`src/rtl/cisp_pkg.sv`:
```
// Package of types and constants shared by the CBOR item skip parser modules.
`timescale 1ns / 1ps
package cisp_pkg;

   // Frame kinds on the nesting stack.
   localparam logic [2:0] KIND_DARR = 3'd0;
   localparam logic [2:0] KIND_DMAP = 3'd1;
   localparam logic [2:0] KIND_TAG  = 3'd2;
   localparam logic [2:0] KIND_IARR = 3'd3;
   localparam logic [2:0] KIND_IMAP = 3'd4;

   // Parse phases.
   localparam logic [2:0] PH_HEAD    = 3'd0;
   localparam logic [2:0] PH_ARG     = 3'd1;
   localparam logic [2:0] PH_PAYLOAD = 3'd2;
   localparam logic [2:0] PH_CHEAD   = 3'd3;
   localparam logic [2:0] PH_CARG    = 3'd4;
   localparam logic [2:0] PH_CPAY    = 3'd5;

   // Result status codes.
   localparam logic [2:0] ST_PENDING   = 3'd0;
   localparam logic [2:0] ST_COMPLETE  = 3'd1;
   localparam logic [2:0] ST_MALFORMED = 3'd2;
   localparam logic [2:0] ST_DEPTH     = 3'd3;
   localparam logic [2:0] ST_TRUNC     = 3'd4;

   // Datapath operations issued by the controller.
   localparam logic [2:0] OP_NONE   = 3'd0;
   localparam logic [2:0] OP_CONSUME = 3'd1;
   localparam logic [2:0] OP_POP    = 3'd2;
   localparam logic [2:0] OP_CLEAR  = 3'd3;
   localparam logic [2:0] OP_HOLD   = 3'd4;

   // Controller to datapath.
   typedef struct packed {
      logic [2:0] op;
      logic       last;
   } cmd_type;

   // Datapath to controller.
   typedef struct packed {
      logic       done;
      logic       finish;
      logic [2:0] status;
   } sts_type;

endpackage

```
`src/rtl/cisp_datapath.sv`:
```
// Datapath of the CBOR item skip parser: head decode, frame stack and counters.
`timescale 1ns / 1ps
module cisp_datapath import cisp_pkg::*; #(
   parameter int MAX_NEST = 8,
   parameter int LW = 4
) (
   input  logic          clock,
   input  logic          reset,
   input  cmd_type       cmd,
   input  logic [7:0]    data_byte,
   input  logic [3:0]    depth_limit,
   output sts_type       sts,
   output logic [15:0]   item_length,
   output logic [3:0]    nest_level
);

   localparam int DEPTH = MAX_NEST + 1;
   localparam int IW = $clog2(DEPTH);

   // Frame store, undefined until written.
   logic [33:0] rem_mem [DEPTH];
   logic [2:0]  kind_mem [DEPTH];

   logic [LW-1:0] level_ff, level_in;
   logic [2:0]    phase_ff, phase_in;
   logic [2:0]    argleft_ff, argleft_in;
   logic [31:0]   arg_ff, arg_in;
   logic [2:0]    major_ff, major_in;
   logic [31:0]   pay_ff, pay_in;
   logic [15:0]   len_ff, len_in;

   logic          wr_en;
   logic [IW-1:0] wr_idx;
   logic [33:0]   wr_rem;
   logic [2:0]    wr_kind;

   logic [2:0] ma;
   logic [4:0] ai;
   logic [IW-1:0] top;
   logic [33:0] top_rem;
   logic [2:0] top_kind;
   logic [3:0] lim;
   logic [31:0] hv;
   logic [2:0] hm;
   logic do_head, do_finish, do_push;
   logic [2:0] push_kind;
   logic [33:0] push_cnt;

   assign ma = data_byte[7:5];
   assign ai = data_byte[4:0];
   assign top = IW'(level_ff - LW'(1));
   assign top_rem = rem_mem[top];
   assign top_kind = kind_mem[top];
   assign lim = (MAX_NEST > 15 || depth_limit < 4'(MAX_NEST)) ? depth_limit : 4'(MAX_NEST);

   // Next-state logic for one consume, pop, clear or hold step.
   always_comb begin
      level_in = level_ff; phase_in = phase_ff; argleft_in = argleft_ff;
      arg_in = arg_ff; major_in = major_ff; pay_in = pay_ff; len_in = len_ff;
      wr_en = 1'b0; wr_idx = top; wr_rem = top_rem; wr_kind = top_kind;
      sts = '0;
      do_head = 1'b0; do_finish = 1'b0; do_push = 1'b0;
      push_kind = KIND_DARR; push_cnt = '0;
      hv = {27'd0, ai}; hm = ma;
      unique case (cmd.op)
         OP_CLEAR, OP_HOLD: begin
            if (cmd.op == OP_CLEAR || cmd.last) begin
               level_in = '0; phase_in = PH_HEAD; argleft_in = '0; arg_in = '0;
               major_in = '0; pay_in = '0; len_in = '0;
            end
            sts.done = 1'b1;
         end
         OP_POP: do_finish = 1'b1;
         OP_CONSUME: begin
            if (len_ff != 16'hFFFF) len_in = len_ff + 16'd1;
            sts.done = 1'b1;
            case (phase_ff)
               PH_HEAD: begin
                  if (level_ff != '0 && data_byte == 8'hFF &&
                      (top_kind == KIND_IARR ||
                       (top_kind == KIND_IMAP && !top_rem[0]))) begin
                     level_in = level_ff - LW'(1);
                     sts.done = 1'b0; sts.finish = 1'b1;
                  end else if (level_ff > LW'(lim)) begin
                     sts.status = ST_DEPTH;
                  end else if (ai == 5'd31) begin
                     if (ma == 3'd2 || ma == 3'd3) begin
                        major_in = ma; phase_in = PH_CHEAD;
                     end else if (ma == 3'd4) begin
                        do_push = 1'b1; push_kind = KIND_IARR;
                     end else if (ma == 3'd5) begin
                        do_push = 1'b1; push_kind = KIND_IMAP;
                     end else sts.status = ST_MALFORMED;
                  end else if (ai >= 5'd27) begin
                     sts.status = ST_MALFORMED;
                  end else if (ai >= 5'd24) begin
                     major_in = ma; arg_in = '0; phase_in = PH_ARG;
                     argleft_in = (ai == 5'd24) ? 3'd1 : (ai == 5'd25) ? 3'd2 : 3'd4;
                  end else do_head = 1'b1;
               end
               PH_ARG: begin
                  arg_in = {arg_ff[23:0], data_byte};
                  argleft_in = argleft_ff - 3'd1;
                  if (argleft_in == 3'd0) begin
                     do_head = 1'b1; hv = arg_in; hm = major_ff;
                  end
               end
               PH_PAYLOAD: begin
                  pay_in = pay_ff - 32'd1;
                  if (pay_in == 32'd0) begin
                     phase_in = PH_HEAD; sts.done = 1'b0; sts.finish = 1'b1;
                  end
               end
               PH_CHEAD: begin
                  if (data_byte == 8'hFF) begin
                     phase_in = PH_HEAD; sts.done = 1'b0; sts.finish = 1'b1;
                  end else if (ma != major_ff || ai >= 5'd27) begin
                     sts.status = ST_MALFORMED;
                  end else if (ai >= 5'd24) begin
                     arg_in = '0; phase_in = PH_CARG;
                     argleft_in = (ai == 5'd24) ? 3'd1 : (ai == 5'd25) ? 3'd2 : 3'd4;
                  end else if (ai != 5'd0) begin
                     pay_in = {27'd0, ai}; phase_in = PH_CPAY;
                  end
               end
               PH_CARG: begin
                  arg_in = {arg_ff[23:0], data_byte};
                  argleft_in = argleft_ff - 3'd1;
                  if (argleft_in == 3'd0) begin
                     if (arg_in == 32'd0) phase_in = PH_CHEAD;
                     else begin
                        pay_in = arg_in; phase_in = PH_CPAY;
                     end
                  end
               end
               PH_CPAY: begin
                  pay_in = pay_ff - 32'd1;
                  if (pay_in == 32'd0) phase_in = PH_CHEAD;
               end
               default: sts.status = ST_MALFORMED;
            endcase
            // Head with its argument resolved.
            if (do_head) begin
               phase_in = PH_HEAD;
               case (hm)
                  3'd2, 3'd3: begin
                     if (hv == 32'd0) begin
                        sts.done = 1'b0; sts.finish = 1'b1;
                     end else begin
                        pay_in = hv; phase_in = PH_PAYLOAD;
                     end
                  end
                  3'd4: begin
                     if (hv == 32'd0) begin
                        sts.done = 1'b0; sts.finish = 1'b1;
                     end else begin
                        do_push = 1'b1; push_kind = KIND_DARR; push_cnt = {2'd0, hv};
                     end
                  end
                  3'd5: begin
                     if (hv == 32'd0) begin
                        sts.done = 1'b0; sts.finish = 1'b1;
                     end else begin
                        do_push = 1'b1; push_kind = KIND_DMAP;
                        push_cnt = {1'b0, hv, 1'b0};
                     end
                  end
                  3'd6: begin
                     do_push = 1'b1; push_kind = KIND_TAG; push_cnt = 34'd1;
                  end
                  default: begin
                     sts.done = 1'b0; sts.finish = 1'b1;
                  end
               endcase
            end
            if (do_push) begin
               if (level_ff >= LW'(DEPTH)) sts.status = ST_DEPTH;
               else begin
                  wr_en = 1'b1; wr_idx = IW'(level_ff);
                  wr_kind = push_kind; wr_rem = push_cnt;
                  level_in = level_ff + LW'(1);
               end
            end
         end
         default: ;
      endcase
      // One finish step against the top frame.
      if (do_finish) begin
         sts.done = 1'b1;
         if (level_ff == '0) sts.status = ST_COMPLETE;
         else if (top_kind == KIND_IARR) ;
         else if (top_kind == KIND_IMAP) begin
            wr_en = 1'b1; wr_rem = {top_rem[33:1], ~top_rem[0]};
         end else begin
            wr_en = 1'b1; wr_rem = top_rem - 34'd1;
            if (wr_rem == 34'd0) begin
               level_in = level_ff - LW'(1); sts.done = 1'b0; sts.finish = 1'b1;
            end
         end
      end
   end

   // Frame store write port.
   always_ff @(posedge clock) begin
      if (wr_en) begin
         rem_mem[wr_idx] <= wr_rem;
         kind_mem[wr_idx] <= wr_kind;
      end
   end

   // Parse state registers.
   always_ff @(posedge clock) begin
      if (reset) begin
         level_ff <= '0; phase_ff <= PH_HEAD; argleft_ff <= '0; arg_ff <= '0;
         major_ff <= '0; pay_ff <= '0; len_ff <= '0;
      end else begin
         level_ff <= level_in; phase_ff <= phase_in; argleft_ff <= argleft_in;
         arg_ff <= arg_in; major_ff <= major_in; pay_ff <= pay_in; len_ff <= len_in;
      end
   end

   assign item_length = len_in;
   assign nest_level = 4'(level_in);

endmodule

```
`src/rtl/cisp_control.sv`:
```
// Controller of the CBOR item skip parser: sequencing, error hold and result register.
`timescale 1ns / 1ps
module cisp_control import cisp_pkg::*; (
   input  logic        clock,
   input  logic        reset,
   input  logic        req_valid,
   output logic        req_stall,
   input  logic        req_buffer_end,
   output logic        rsp_valid,
   input  logic        rsp_stall,
   output logic [2:0]  rsp_status,
   output logic [15:0] rsp_item_length,
   output logic [3:0]  rsp_nest_level,
   output cmd_type     cmd,
   input  sts_type     sts,
   input  logic [15:0] item_length,
   input  logic [3:0]  nest_level
);

   localparam logic [1:0] S_IDLE = 2'd0;
   localparam logic [1:0] S_POP  = 2'd1;
   localparam logic [1:0] S_END  = 2'd2;

   logic [1:0]  state_ff, state_in;
   logic        hold_ff, hold_in;
   logic        last_ff, last_in;
   logic        valid_ff, valid_in;
   logic [2:0]  status_ff, status_in;
   logic [15:0] len_ff, len_in;
   logic [3:0]  nest_ff, nest_in;
   logic        fire, out_free;
   logic [2:0]  res;

   assign out_free = !valid_ff || !rsp_stall;
   assign req_stall = !(state_ff == S_IDLE && out_free);
   assign fire = req_valid && !req_stall;

   // Sequencing of consume, pop and result steps.
   always_comb begin
      state_in = state_ff; hold_in = hold_ff; last_in = last_ff;
      valid_in = valid_ff && rsp_stall;
      status_in = status_ff; len_in = len_ff; nest_in = nest_ff;
      cmd.op = OP_NONE; cmd.last = last_ff; res = ST_PENDING;
      unique case (state_ff)
         S_IDLE: begin
            if (fire) begin
               cmd.last = req_buffer_end; last_in = req_buffer_end;
               if (hold_ff) begin
                  cmd.op = OP_HOLD;
                  valid_in = 1'b1; status_in = ST_PENDING; len_in = '0; nest_in = '0;
                  if (req_buffer_end) hold_in = 1'b0;
               end else begin
                  cmd.op = OP_CONSUME;
                  len_in = item_length; nest_in = nest_level;
                  if (sts.finish) state_in = S_POP;
                  else begin
                     res = sts.status; state_in = S_END;
                  end
               end
            end
         end
         S_POP: begin
            cmd.op = OP_POP;
            if (!sts.finish) begin
               res = sts.status; state_in = S_END;
            end
         end
         default: begin
            // Deliver the result of the byte and clear when it ends the parse.
            valid_in = 1'b1; state_in = S_IDLE; status_in = status_ff;
            if (status_ff != ST_PENDING) begin
               cmd.op = OP_CLEAR;
               if (status_ff >= ST_MALFORMED && status_ff != ST_TRUNC) hold_in = !last_ff;
            end
         end
      endcase
      if (state_in == S_END && state_ff != S_END) begin
         nest_in = (res >= ST_MALFORMED) ? nest_ff : nest_level;
         if (state_ff == S_IDLE) nest_in = (res >= ST_MALFORMED) ? nest_level : nest_level;
         if (res == ST_PENDING && last_in) status_in = ST_TRUNC;
         else status_in = res;
      end
   end

   // Control and result registers.
   always_ff @(posedge clock) begin
      if (reset) begin
         state_ff <= S_IDLE; hold_ff <= 1'b0; valid_ff <= 1'b0; last_ff <= 1'b0;
      end else begin
         state_ff <= state_in; hold_ff <= hold_in; valid_ff <= valid_in; last_ff <= last_in;
      end
      status_ff <= status_in; len_ff <= len_in; nest_ff <= nest_in;
   end

   assign rsp_valid = valid_ff && state_ff != S_END;
   assign rsp_status = status_ff;
   assign rsp_item_length = len_ff;
   assign rsp_nest_level = nest_ff;

endmodule

```
`src/rtl/cbor_item_skip_parser_core.sv`:
```
// Top level of the CBOR item skip parser.
`timescale 1ns / 1ps
// Takes a CBOR buffer one byte per transfer and gives one result per byte:
// pending, item complete, malformed, depth exceeded or truncated, with the
// item length so far and the open nesting depth. A byte that ends no item
// goes from the consume step to the result step; a byte that ends an item
// first passes the frame stack pop sequence, which closes each frame it fills.
// A byte skipped after an error gives its result directly. A result stalled
// on the rsp_ side holds off the next byte. The user must write depth_limit
// over the csr_ port only while no byte is in flight; the block does not enforce it.
module cbor_item_skip_parser_core import cisp_pkg::*; #(
   parameter int MAX_NEST = 8
) (
   input  logic        clock,
   input  logic        reset,
   input  logic        req_valid,
   output logic        req_stall,
   input  logic [7:0]  req_data_byte,
   input  logic        req_buffer_end,
   output logic        rsp_valid,
   input  logic        rsp_stall,
   output logic [2:0]  rsp_status,
   output logic [15:0] rsp_item_length,
   output logic [3:0]  rsp_nest_level,
   input  logic        csr_valid,
   output logic        csr_ready,
   input  logic [3:0]  csr_depth_limit
);

   localparam int LW = $clog2(MAX_NEST + 2);

   cmd_type     cmd;
   sts_type     sts;
   logic [15:0] item_length;
   logic [3:0]  nest_level;
   logic [3:0]  limit_ff;

   // Depth limit register.
   assign csr_ready = 1'b1;
   always_ff @(posedge clock) begin
      if (reset) limit_ff <= 4'd8;
      else if (csr_valid) limit_ff <= csr_depth_limit;
   end

   cisp_control u_ctl (
      .clock, .reset, .req_valid, .req_stall, .req_buffer_end,
      .rsp_valid, .rsp_stall, .rsp_status, .rsp_item_length, .rsp_nest_level,
      .cmd, .sts, .item_length, .nest_level
   );

   cisp_datapath #(.MAX_NEST(MAX_NEST), .LW(LW)) u_dp (
      .clock, .reset, .cmd, .data_byte(req_data_byte), .depth_limit(limit_ff),
      .sts, .item_length, .nest_level
   );

endmodule

```
`config.mk`:
```
export PLATFORM = sky130hd
export DESIGN_NAME = cbor_item_skip_parser_core
export DESIGN_NICKNAME = d
export VERILOG_FILES = /design/src/rtl/cisp_pkg.sv /design/src/rtl/cisp_datapath.sv /design/src/rtl/cisp_control.sv /design/src/rtl/cbor_item_skip_parser_core.sv
export SDC_FILE = /design/constraint.sdc
export NUM_CORES = 1
export LEC_CHECK = 0
export BUFFER_PORTS_ARGS = -buffer_cell sky130_fd_sc_hd__buf_2
export CAP_MARGIN = 10
export CORE_MARGIN = 4
export CORE_UTILIZATION = 56
export CTS_CLUSTER_DIAMETER = 30
export DETAILED_ROUTE_END_ITERATION = 16
export PLACE_DENSITY = 0.72
export SLEW_MARGIN = 25
export SYNTH_ARGS = -nofsm -noshare
export SYNTH_HDL_FRONTEND = slang
export SYNTH_SLANG_ARGS = --single-unit
```
`constraint.sdc`:
```
create_clock -name clock -period 22.4 [get_ports clock]
set_input_delay 1.12 -clock clock [delete_from_list [all_inputs] [get_ports clock]]
set_output_delay 1.12 -clock clock [all_outputs]
set_load 0.02 [all_outputs]
```
# == Word-level counts from Yosys, hierarchy flattened ==
# Memory sizes are Yosys's and may differ from the RTL's.
# Index checks and enable logic that the tools add are counted.
# Widths: inputs -> output; s select.
# classes
addsub,6
mul,0
div_mod_pow,0
n_lt_le_gt_ge,7
n_eq_ne,57
shifts,0
n_mux,199
n_bitwise,2
reduce_logical,53
# ops
operator,n
$mux 32,21
$mux 34,8
$mux 3,67
$pmux 32 s3,2
$pmux 32 s2,2
$pmux 34 s3,1
$logic_not 32->1,3
$mux 4,23
$mux 1,40
$logic_not 34->1,1
$sub 34x1->34 const B,1
$mux 33,1
$mux 16,2
$pmux 16 s2,1
$sub 32x1->32 const B,1
$pmux 3 s2,5
$mux 2,14
$eq 3x2->1 const B,9
$eq 3x3->1 const B,9
$pmux 3 s3,3
$ne 3x3->1 const B,8
$add 16x1->16 const B,1
$ne 16x16->1 const B,1
$eq 5x5->1 const B,3
other kinds (48),97
# totals
reg_bits,125
latch_bits,0
mem_bits_rw,333
rom_bits,0
input_bits,18
out_inout_bits,26
elab_cells,341
memories,2
# memory_table
name,depth,word_bits,read_ports,rd_ports_with_merged_regs,write_ports,line_no,rtl
u_dp.rem_mem,9,34,1,0,1,cisp_datapath.sv:21,logic [33:0] rem_mem [DEPTH];
u_dp.kind_mem,9,3,1,0,1,cisp_datapath.sv:22,logic [2:0] kind_mem [DEPTH];

# == Longest topological paths before layout ==
# logic_depth
ltp_word,28
depth_mapped,27
depth_no_buf,17

# == Cells and area by module ==
# Synthesis repeated with hierarchy kept, for this count alone.
# hier_totals
hier_cells,2068
hier_area_um2,22805.6
# modules_own_cells
mod,n_inst,cells_each,area_each_um2,seq_area_each_um2
cisp_datapath,1,1961,21433.1,11701.2
cisp_control,1,92,1217.4,790.8
cbor_item_skip_parser_core,1,15,155.1,80.1

# == Worst setup path before layout ==
# No wires, ideal clock.
# synth_path
path_kind,reg-to-reg
from,register u_dp.level_ff[0]
to,"memory u_dp.kind_mem[8][0], enable pin"
setup_time_ps,477
arrival_time_ps,7069
required_time_ps,21923
path_slack_ps,14853
path_stages_with_launch,21
path_buffers,11
period_less_slack_ps,7547
cell_sequence,dfxtp_1 buf_6 buf_6 buf_4 buf_6 buf_4 buf_2 clkbuf_1 inv_1 ha_1 buf_1 nor2_1 clkbuf_1 buf_2 a22oi_1 a31oi_1 nor3b_1 nor3_1 clkbuf_1 a41oi_1 nor3_1
# synth_via
elab_chain_cells,19
word_cells_on_any_way,36
cone_classes,1 x add/sub; 2 x order compare; 2 x eq/ne; 22 x mux; 7 x reduce/logical; 2 x memory
# synth_rtl
item,line_no,rtl
"start, declared",cisp_datapath.sv:24,"logic [LW-1:0] level_ff, level_in;"
"start signal, assigned",cisp_datapath.sv:217,level_ff <= level_in; phase_ff <= phase_in; argleft_ff <= argleft_in;
$sub 4x1->4,cisp_datapath.sv:51,assign top = IW'(level_ff - LW'(1));
$mem_v2 9x3 or $mem_v2 9x34 (tied branches),--,
$eq 3x3->1 or $logic_not 1->1 (tied branches),cisp_datapath.sv:81,(top_kind == KIND_IMAP && !top_rem[0]))) begin
$logic_and 1x1->1,cisp_datapath.sv:81,
$logic_or 1x1->1,cisp_datapath.sv:80,(top_kind == KIND_IARR ||
$logic_and 1x1->1,cisp_datapath.sv:79,if (level_ff != '0 && data_byte == 8'hFF &&
$mux 1,cisp_datapath.sv:79,
$mux 1,cisp_datapath.sv:77,case (phase_ff)
[... 3 more ...],--,
$mux 1,cisp_datapath.sv:65,unique case (cmd.op)
$mux 1,cisp_datapath.sv:176,if (do_push) begin
$mux 1,cisp_datapath.sv:65,
$mux 1,cisp_datapath.sv:191,else if (top_kind == KIND_IARR) ;
$mux 1,cisp_datapath.sv:190,if (level_ff == '0) sts.status = ST_COMPLETE;
$mux 1,cisp_datapath.sv:188,if (do_finish) begin
$mux 1,cisp_datapath.sv:205,if (wr_en) begin
$mux 1 (not written as such),cisp_datapath.sv:207,kind_mem[wr_idx] <= wr_kind;
"end, declared",cisp_datapath.sv:22,
# Parallel ways exist; a longest one is shown, timed or not. The select of a mux whose other input is x is not followed.

# == Worst setup path after layout ==
# layout_path
from,register u_dp.level_ff[0]
to,"register u_ctl.nest_ff[2] (netlist: u_ctl.rsp_nest_level[2]), enable pin"
# layout_via
elab_chain_cells,25
word_cells_on_any_way,60
cone_classes,2 x add/sub; 3 x order compare; 4 x eq/ne; 37 x mux; 12 x reduce/logical; 2 x memory
# layout_rtl
item,line_no,rtl
"parallel branches: the longest is 16 deep, another holds $mem_v2 9x34",--,
$mux 4 (*),cisp_datapath.sv:188,
"parallel branches: the longest is 7 deep, another holds $ge 3x2->1",--,
$reduce_and 3->1 (no source line) (*),--,
"end signal, assigned",cisp_control.sv:92,status_ff <= status_in; len_ff <= len_in; nest_ff <= nest_in;
"end, declared",cisp_control.sv:30,"logic [3:0] nest_ff, nest_in;"
# Mark *: on every way between the ends. The select of a mux whose other input is x is not followed.
# A chain may end at the register's enable or synchronous reset.

==> run_summary.xml <==
<?xml version="1.0" encoding="UTF-8"?>
<metrics>
  <group name="yosys">
    <metric name="post_synth_instance_area" unit="sq mm">0.0225</metric>
    <metric name="synth_seq_cells" unit="">450</metric>
    <metric name="synthesis.nets" unit="">2058</metric>
    <metric name="synthDominantAreaCellType" unit="">sky130_fd_sc_hd__edfxtp_1</metric>
    <metric name="ys.flop_type" unit="">sky130_fd_sc_hd__edfxtp_1</metric>
    <metric name="synth_commonest_cells" unit="">sky130_fd_sc_hd__edfxtp_1 (356), sky130_fd_sc_hd__nor2_1 (198), sky130_fd_sc_hd__nand2_1 (142)</metric>
    <metric name="synth.yosys.seq_area_share" unit="%">56.0</metric>
    <metric name="synth_area_per_cell" unit="sq um">11.1</metric>
    <metric name="synth_cell_type_count" unit="">88</metric>
    <metric name="synth-warning-count" unit="">0</metric>
    <metric name="synthMostInstantiatedCell" unit="">sky130_fd_sc_hd__edfxtp_1</metric>
    <metric name="synth_enable_flop_cells" unit="">356</metric>
    <metric name="syn-instance-count" unit="">2026</metric>
    <metric name="synth.area.top_cells" unit="">sky130_fd_sc_hd__edfxtp_1 (48%), sky130_fd_sc_hd__dfxtp_1 (8.4%), sky130_fd_sc_hd__mux2i_1 (6.1%), sky130_fd_sc_hd__a22oi_1 (3.3%), sky130_fd_sc_hd__nor2_1 (3.3%)</metric>
    <metric name="yosys.area.top_type_share" unit="%">47.6</metric>
    <metric name="async_reset_ff_share" unit="%">0</metric>
  </group>
  <group name="setup_path">
    <metric name="arrival" unit="ns">7.21</metric>
    <metric name="timing.critical_path.from" unit="">u_dp.level_ff[0]</metric>
    <metric name="slowest_stage" unit="">sky130_fd_sc_hd__dfxtp_4</metric>
    <metric name="critical_path_start_end_classification" unit="">reg2reg</metric>
    <metric name="largest_fanout_on_the_critical_path" unit="">42</metric>
    <metric name="required" unit="ns">22.71</metric>
    <metric name="rr_worst_depth" unit="">17</metric>
    <metric name="worst-path-stages" unit="">17</metric>
    <metric name="crit_chain" unit="">inv_1 -&gt; ha_1 -&gt; buf_4 -&gt; inv_1 -&gt; nor2_2 -&gt; buf_4 -&gt; a22oi_1 -&gt; a31oi_1 -&gt; ha_1 -&gt; nand4_1 -&gt; nor4_1 -&gt; nand3b_1 -&gt; xor2_1 -&gt; or3_1 -&gt; or4_4 -&gt; nand2_1 -&gt; nand2_1</metric>
    <metric name="timing.rr.start" unit="">u_dp.level_ff[0]</metric>
    <metric name="cp_top_family" unit="">simple AND/OR/NAND/NOR gates</metric>
    <metric name="critical_path_end_type" unit="">flip-flop</metric>
    <metric name="worst_setup_path_start_kind" unit="">flip-flop</metric>
    <metric name="crit_path_max_incr_delay" unit="ns">0.78</metric>
    <metric name="timing.critical_path.buf_inv" unit="">4</metric>
  </group>
  <group name="timing">
    <metric name="max_freq" unit="MHz">145</metric>
    <metric name="finalClockSkew" unit="ns">0.0293</metric>
    <metric name="total_count_of_max_transition_violations_in_the_final_report" unit="">0</metric>
    <metric name="fin_setup_tns" unit="ns">0</metric>
    <metric name="rsz0062_at_grt" unit="">no</metric>
    <metric name="layout_worst_path_cycle_share" unit="%">30.8</metric>
    <metric name="fin_crit" unit="ns">6.89</metric>
    <metric name="setup_violations" unit="">0</metric>
    <metric name="maxSlewHeadroom" unit="%">25.6</metric>
    <metric name="timing_worst_slew_pin_value" unit="ns">1.12</metric>
    <metric name="timing.final.hold_violations" unit="">0</metric>
  </group>
  <group name="routing">
    <metric name="avgRoutedWirePerCell" unit="um">23.4</metric>
    <metric name="antenna_violating_nets_post_route" unit="">0</metric>
    <metric name="vias" unit="">17200</metric>
    <metric name="detail_route.drc_violations" unit="">0</metric>
    <metric name="drt_iter0_markers" unit="">1849</metric>
    <metric name="vias_per_cell" unit="">6.48</metric>
    <metric name="totalWireLength" unit="um">61900</metric>
    <metric name="firstDrtPassIters" unit="">6</metric>
  </group>
  <group name="global_routing">
    <metric name="grt_pass1_wl" unit="um">96100</metric>
    <metric name="antenna_violations_before_repair" unit="">0</metric>
    <metric name="grtUsageTotal" unit="%">27.8</metric>
    <metric name="global_route.overflow_total" unit="">0</metric>
    <metric name="via_count_of_the_first_global_routing_pass" unit="">16800</metric>
    <metric name="grt_max_degree" unit="">92</metric>
  </group>
  <group name="final_layout">
    <metric name="post_route_core_utilization" unit="%">65.7</metric>
    <metric name="diodes" unit="">0</metric>
    <metric name="post_route_cells_drive_above_1_share" unit="%">14.3</metric>
    <metric name="multi_input_area" unit="sq mm">0.00924</metric>
    <metric name="instances_no_fill" unit="">2649</metric>
    <metric name="final_nets" unit="">2084</metric>
    <metric name="fillCellCount" unit="">2983</metric>
    <metric name="area_delta_synth_final" unit="%">16.2</metric>
    <metric name="seqCellArea" unit="sq mm">0.0126</metric>
  </group>
  <group name="die">
    <metric name="design.die.area" unit="sq mm">0.0434</metric>
    <metric name="core_area" unit="sq mm">0.0397</metric>
    <metric name="starting_utilization_of_the_core_area" unit="%">56.5</metric>
    <metric name="fp-row-count" unit="">73</metric>
    <metric name="die_height" unit="um">208</metric>
    <metric name="fp.dieW" unit="um">208</metric>
    <metric name="ioPinCount" unit="">44</metric>
  </group>
  <group name="outcome">
    <metric name="status" unit="">complete, no violations</metric>
  </group>
  <group name="place">
    <metric name="place_congestion" unit="">0.937</metric>
    <metric name="io_buffers" unit="">42</metric>
    <metric name="placed_cells_incl_taps" unit="">2486</metric>
    <metric name="place_hpwl" unit="um">36800</metric>
  </group>
  <group name="cts">
    <metric name="ctsHoldBuffers" unit="">0</metric>
    <metric name="ctsHtreeMaxLevel" unit="">3</metric>
    <metric name="tritoncts" unit="">done</metric>
    <metric name="clockBufferDepth" unit="">3</metric>
    <metric name="postCtsSetupBuffers" unit="">0</metric>
    <metric name="clk_latency" unit="ns">0.61</metric>
    <metric name="postCtsResizedCells" unit="">0</metric>
    <metric name="cts.clk_slew.worst_paths" unit="ns">0.05</metric>
    <metric name="clock-sinks" unit="">450</metric>
    <metric name="cts_made_buffers" unit="">85</metric>
    <metric name="clk_root_buffer_cell" unit="">sky130_fd_sc_hd__clkbuf_16</metric>
  </group>
  <group name="min_path">
    <metric name="holdCritStartpoint" unit="">u_dp.argleft_ff[1]</metric>
    <metric name="hold_class" unit="">reg2reg</metric>
    <metric name="holdPathStages" unit="">2</metric>
  </group>
  <group name="flow_run">
    <metric name="max-cap-violations" unit="">0</metric>
  </group>
  <group name="power_and_ir_drop">
    <metric name="cellLeakagePower" unit="uW">0.00880</metric>
    <metric name="power.clock.fraction" unit="%">50.9</metric>
    <metric name="internal-power" unit="uW">1890</metric>
    <metric name="sw_frac_of_total" unit="%">26.0</metric>
    <metric name="netSwitchingPower" unit="uW">663</metric>
    <metric name="pwr-share-seq" unit="%">37.4</metric>
    <metric name="combPwrFrac" unit="%">11.6</metric>
    <metric name="worst_ir_drop_vdd" unit="mV">0.0698</metric>
    <metric name="pwr_per_cell_area" unit="mW/mm^2">97.8</metric>
  </group>
</metrics>
tightest hold or removal path, cell delays in order, from the launching register on:
cell and delay (ns):
sky130_fd_sc_hd__dfxtp_1 0.32, sky130_fd_sc_hd__a21oi_1 0.06, sky130_fd_sc_hd__nor2_1 0.07
power by group through the flow:
| stage | registers (uW) | logic, uW | clock network, uW |
|---|---|---|---|
| after floorplan | 969 | 206 | 0 |
| after global placement | 970 | 283 | 0 |
| after detailed placement | 971 | 287 | 0 |
| after CTS | 955 | 290 | 1310 |
| after global routing | 956 | 320 | 1360 |
| final | 955 | 297 | 1300 |
metrics by stage:
| stage | instance area, sq um | setup slack (ns) | hold slack, ns | total power, uW |
|---|---|---|---|---|
| after floorplan | 22500 | 14.85 | 0.452 | 1170 |
| after global placement | 23000 | 15.77 | 0.472 | 1250 |
| after detailed placement | 23000 | 15.65 | 0.481 | 1260 |
| after CTS | 26000 | 15.64 | 0.492 | 2560 |
| after global routing | 26100 | 15.08 | 0.535 | 2640 |
| final | 26100 | 15.51 | 0.488 | 2550 |
cell families after synthesis:
kind of cell	synth area share (%)
xor gates and xnor gates	2.33
other	0.0167
buffers and inverters	3.59
muxes	7.35
DFF	56.0
AOI/OAI and AO/OA	15.3
adders and majority gates	0.780
and+or+nand+nor	14.7
placed cells by master (no fill, tap or decap), drive strengths merged, types with 17 or more instances in the layout:
cell    instances
edfxtp        356
nor2          200
nand2         142
mux2i         136
a21oi         114
o21ai         114
a22oi         100
clkbuf         96
dfxtp          94
nand3          88
buf            82
nor3           54
a22o           47
clkinv         39
xnor2          35
inv            31
nand4          30
nor4           29
a31oi          28
xor2           24
and2           22
nor2b          21
a221oi         17
area by class of cell:
type / instances / area share, %
multi-input combinational: 1407 / 35.4
clock inverter: 66 / 2.90
timing repair buffer: 85 / 2.09
inverter: 23 / 0.331
sequential: 450 / 48.2
tap: 525 / 2.52
clock buffer: 93 / 8.59
metal layers:
metal  part of all wire [%]  up-vias  track usage, %
li1                       -     7806               -
met1                     41     8435            37.3
met2                     49      801            46.5
met3                    7.4      132            5.10
met4                    2.5        0            8.86
met5                      0        -               0
worst paths after layout:
| path | to | slack [ns] |
|---|---|---|
| setup / recovery | u_ctl.rsp_nest_level[2] | 15.51 |
| hold / removal | u_dp.argleft_ff[1] | 0.49 |
| setup reg to reg | u_ctl.rsp_nest_level[2] | 15.51 |
| hold reg to reg | u_dp.argleft_ff[1] | 0.49 |
sequential cells by signal, summed over array words and instances (netlist names), 16 cells and up:
name	cells
u_dp.len_ff	16
u_dp.pay_ff	32
u_ctl.rsp_item_length	16
u_dp.kind_mem	27
u_dp.rem_mem	306
u_dp.arg_ff	24
(Power assumes the default switching activity.)
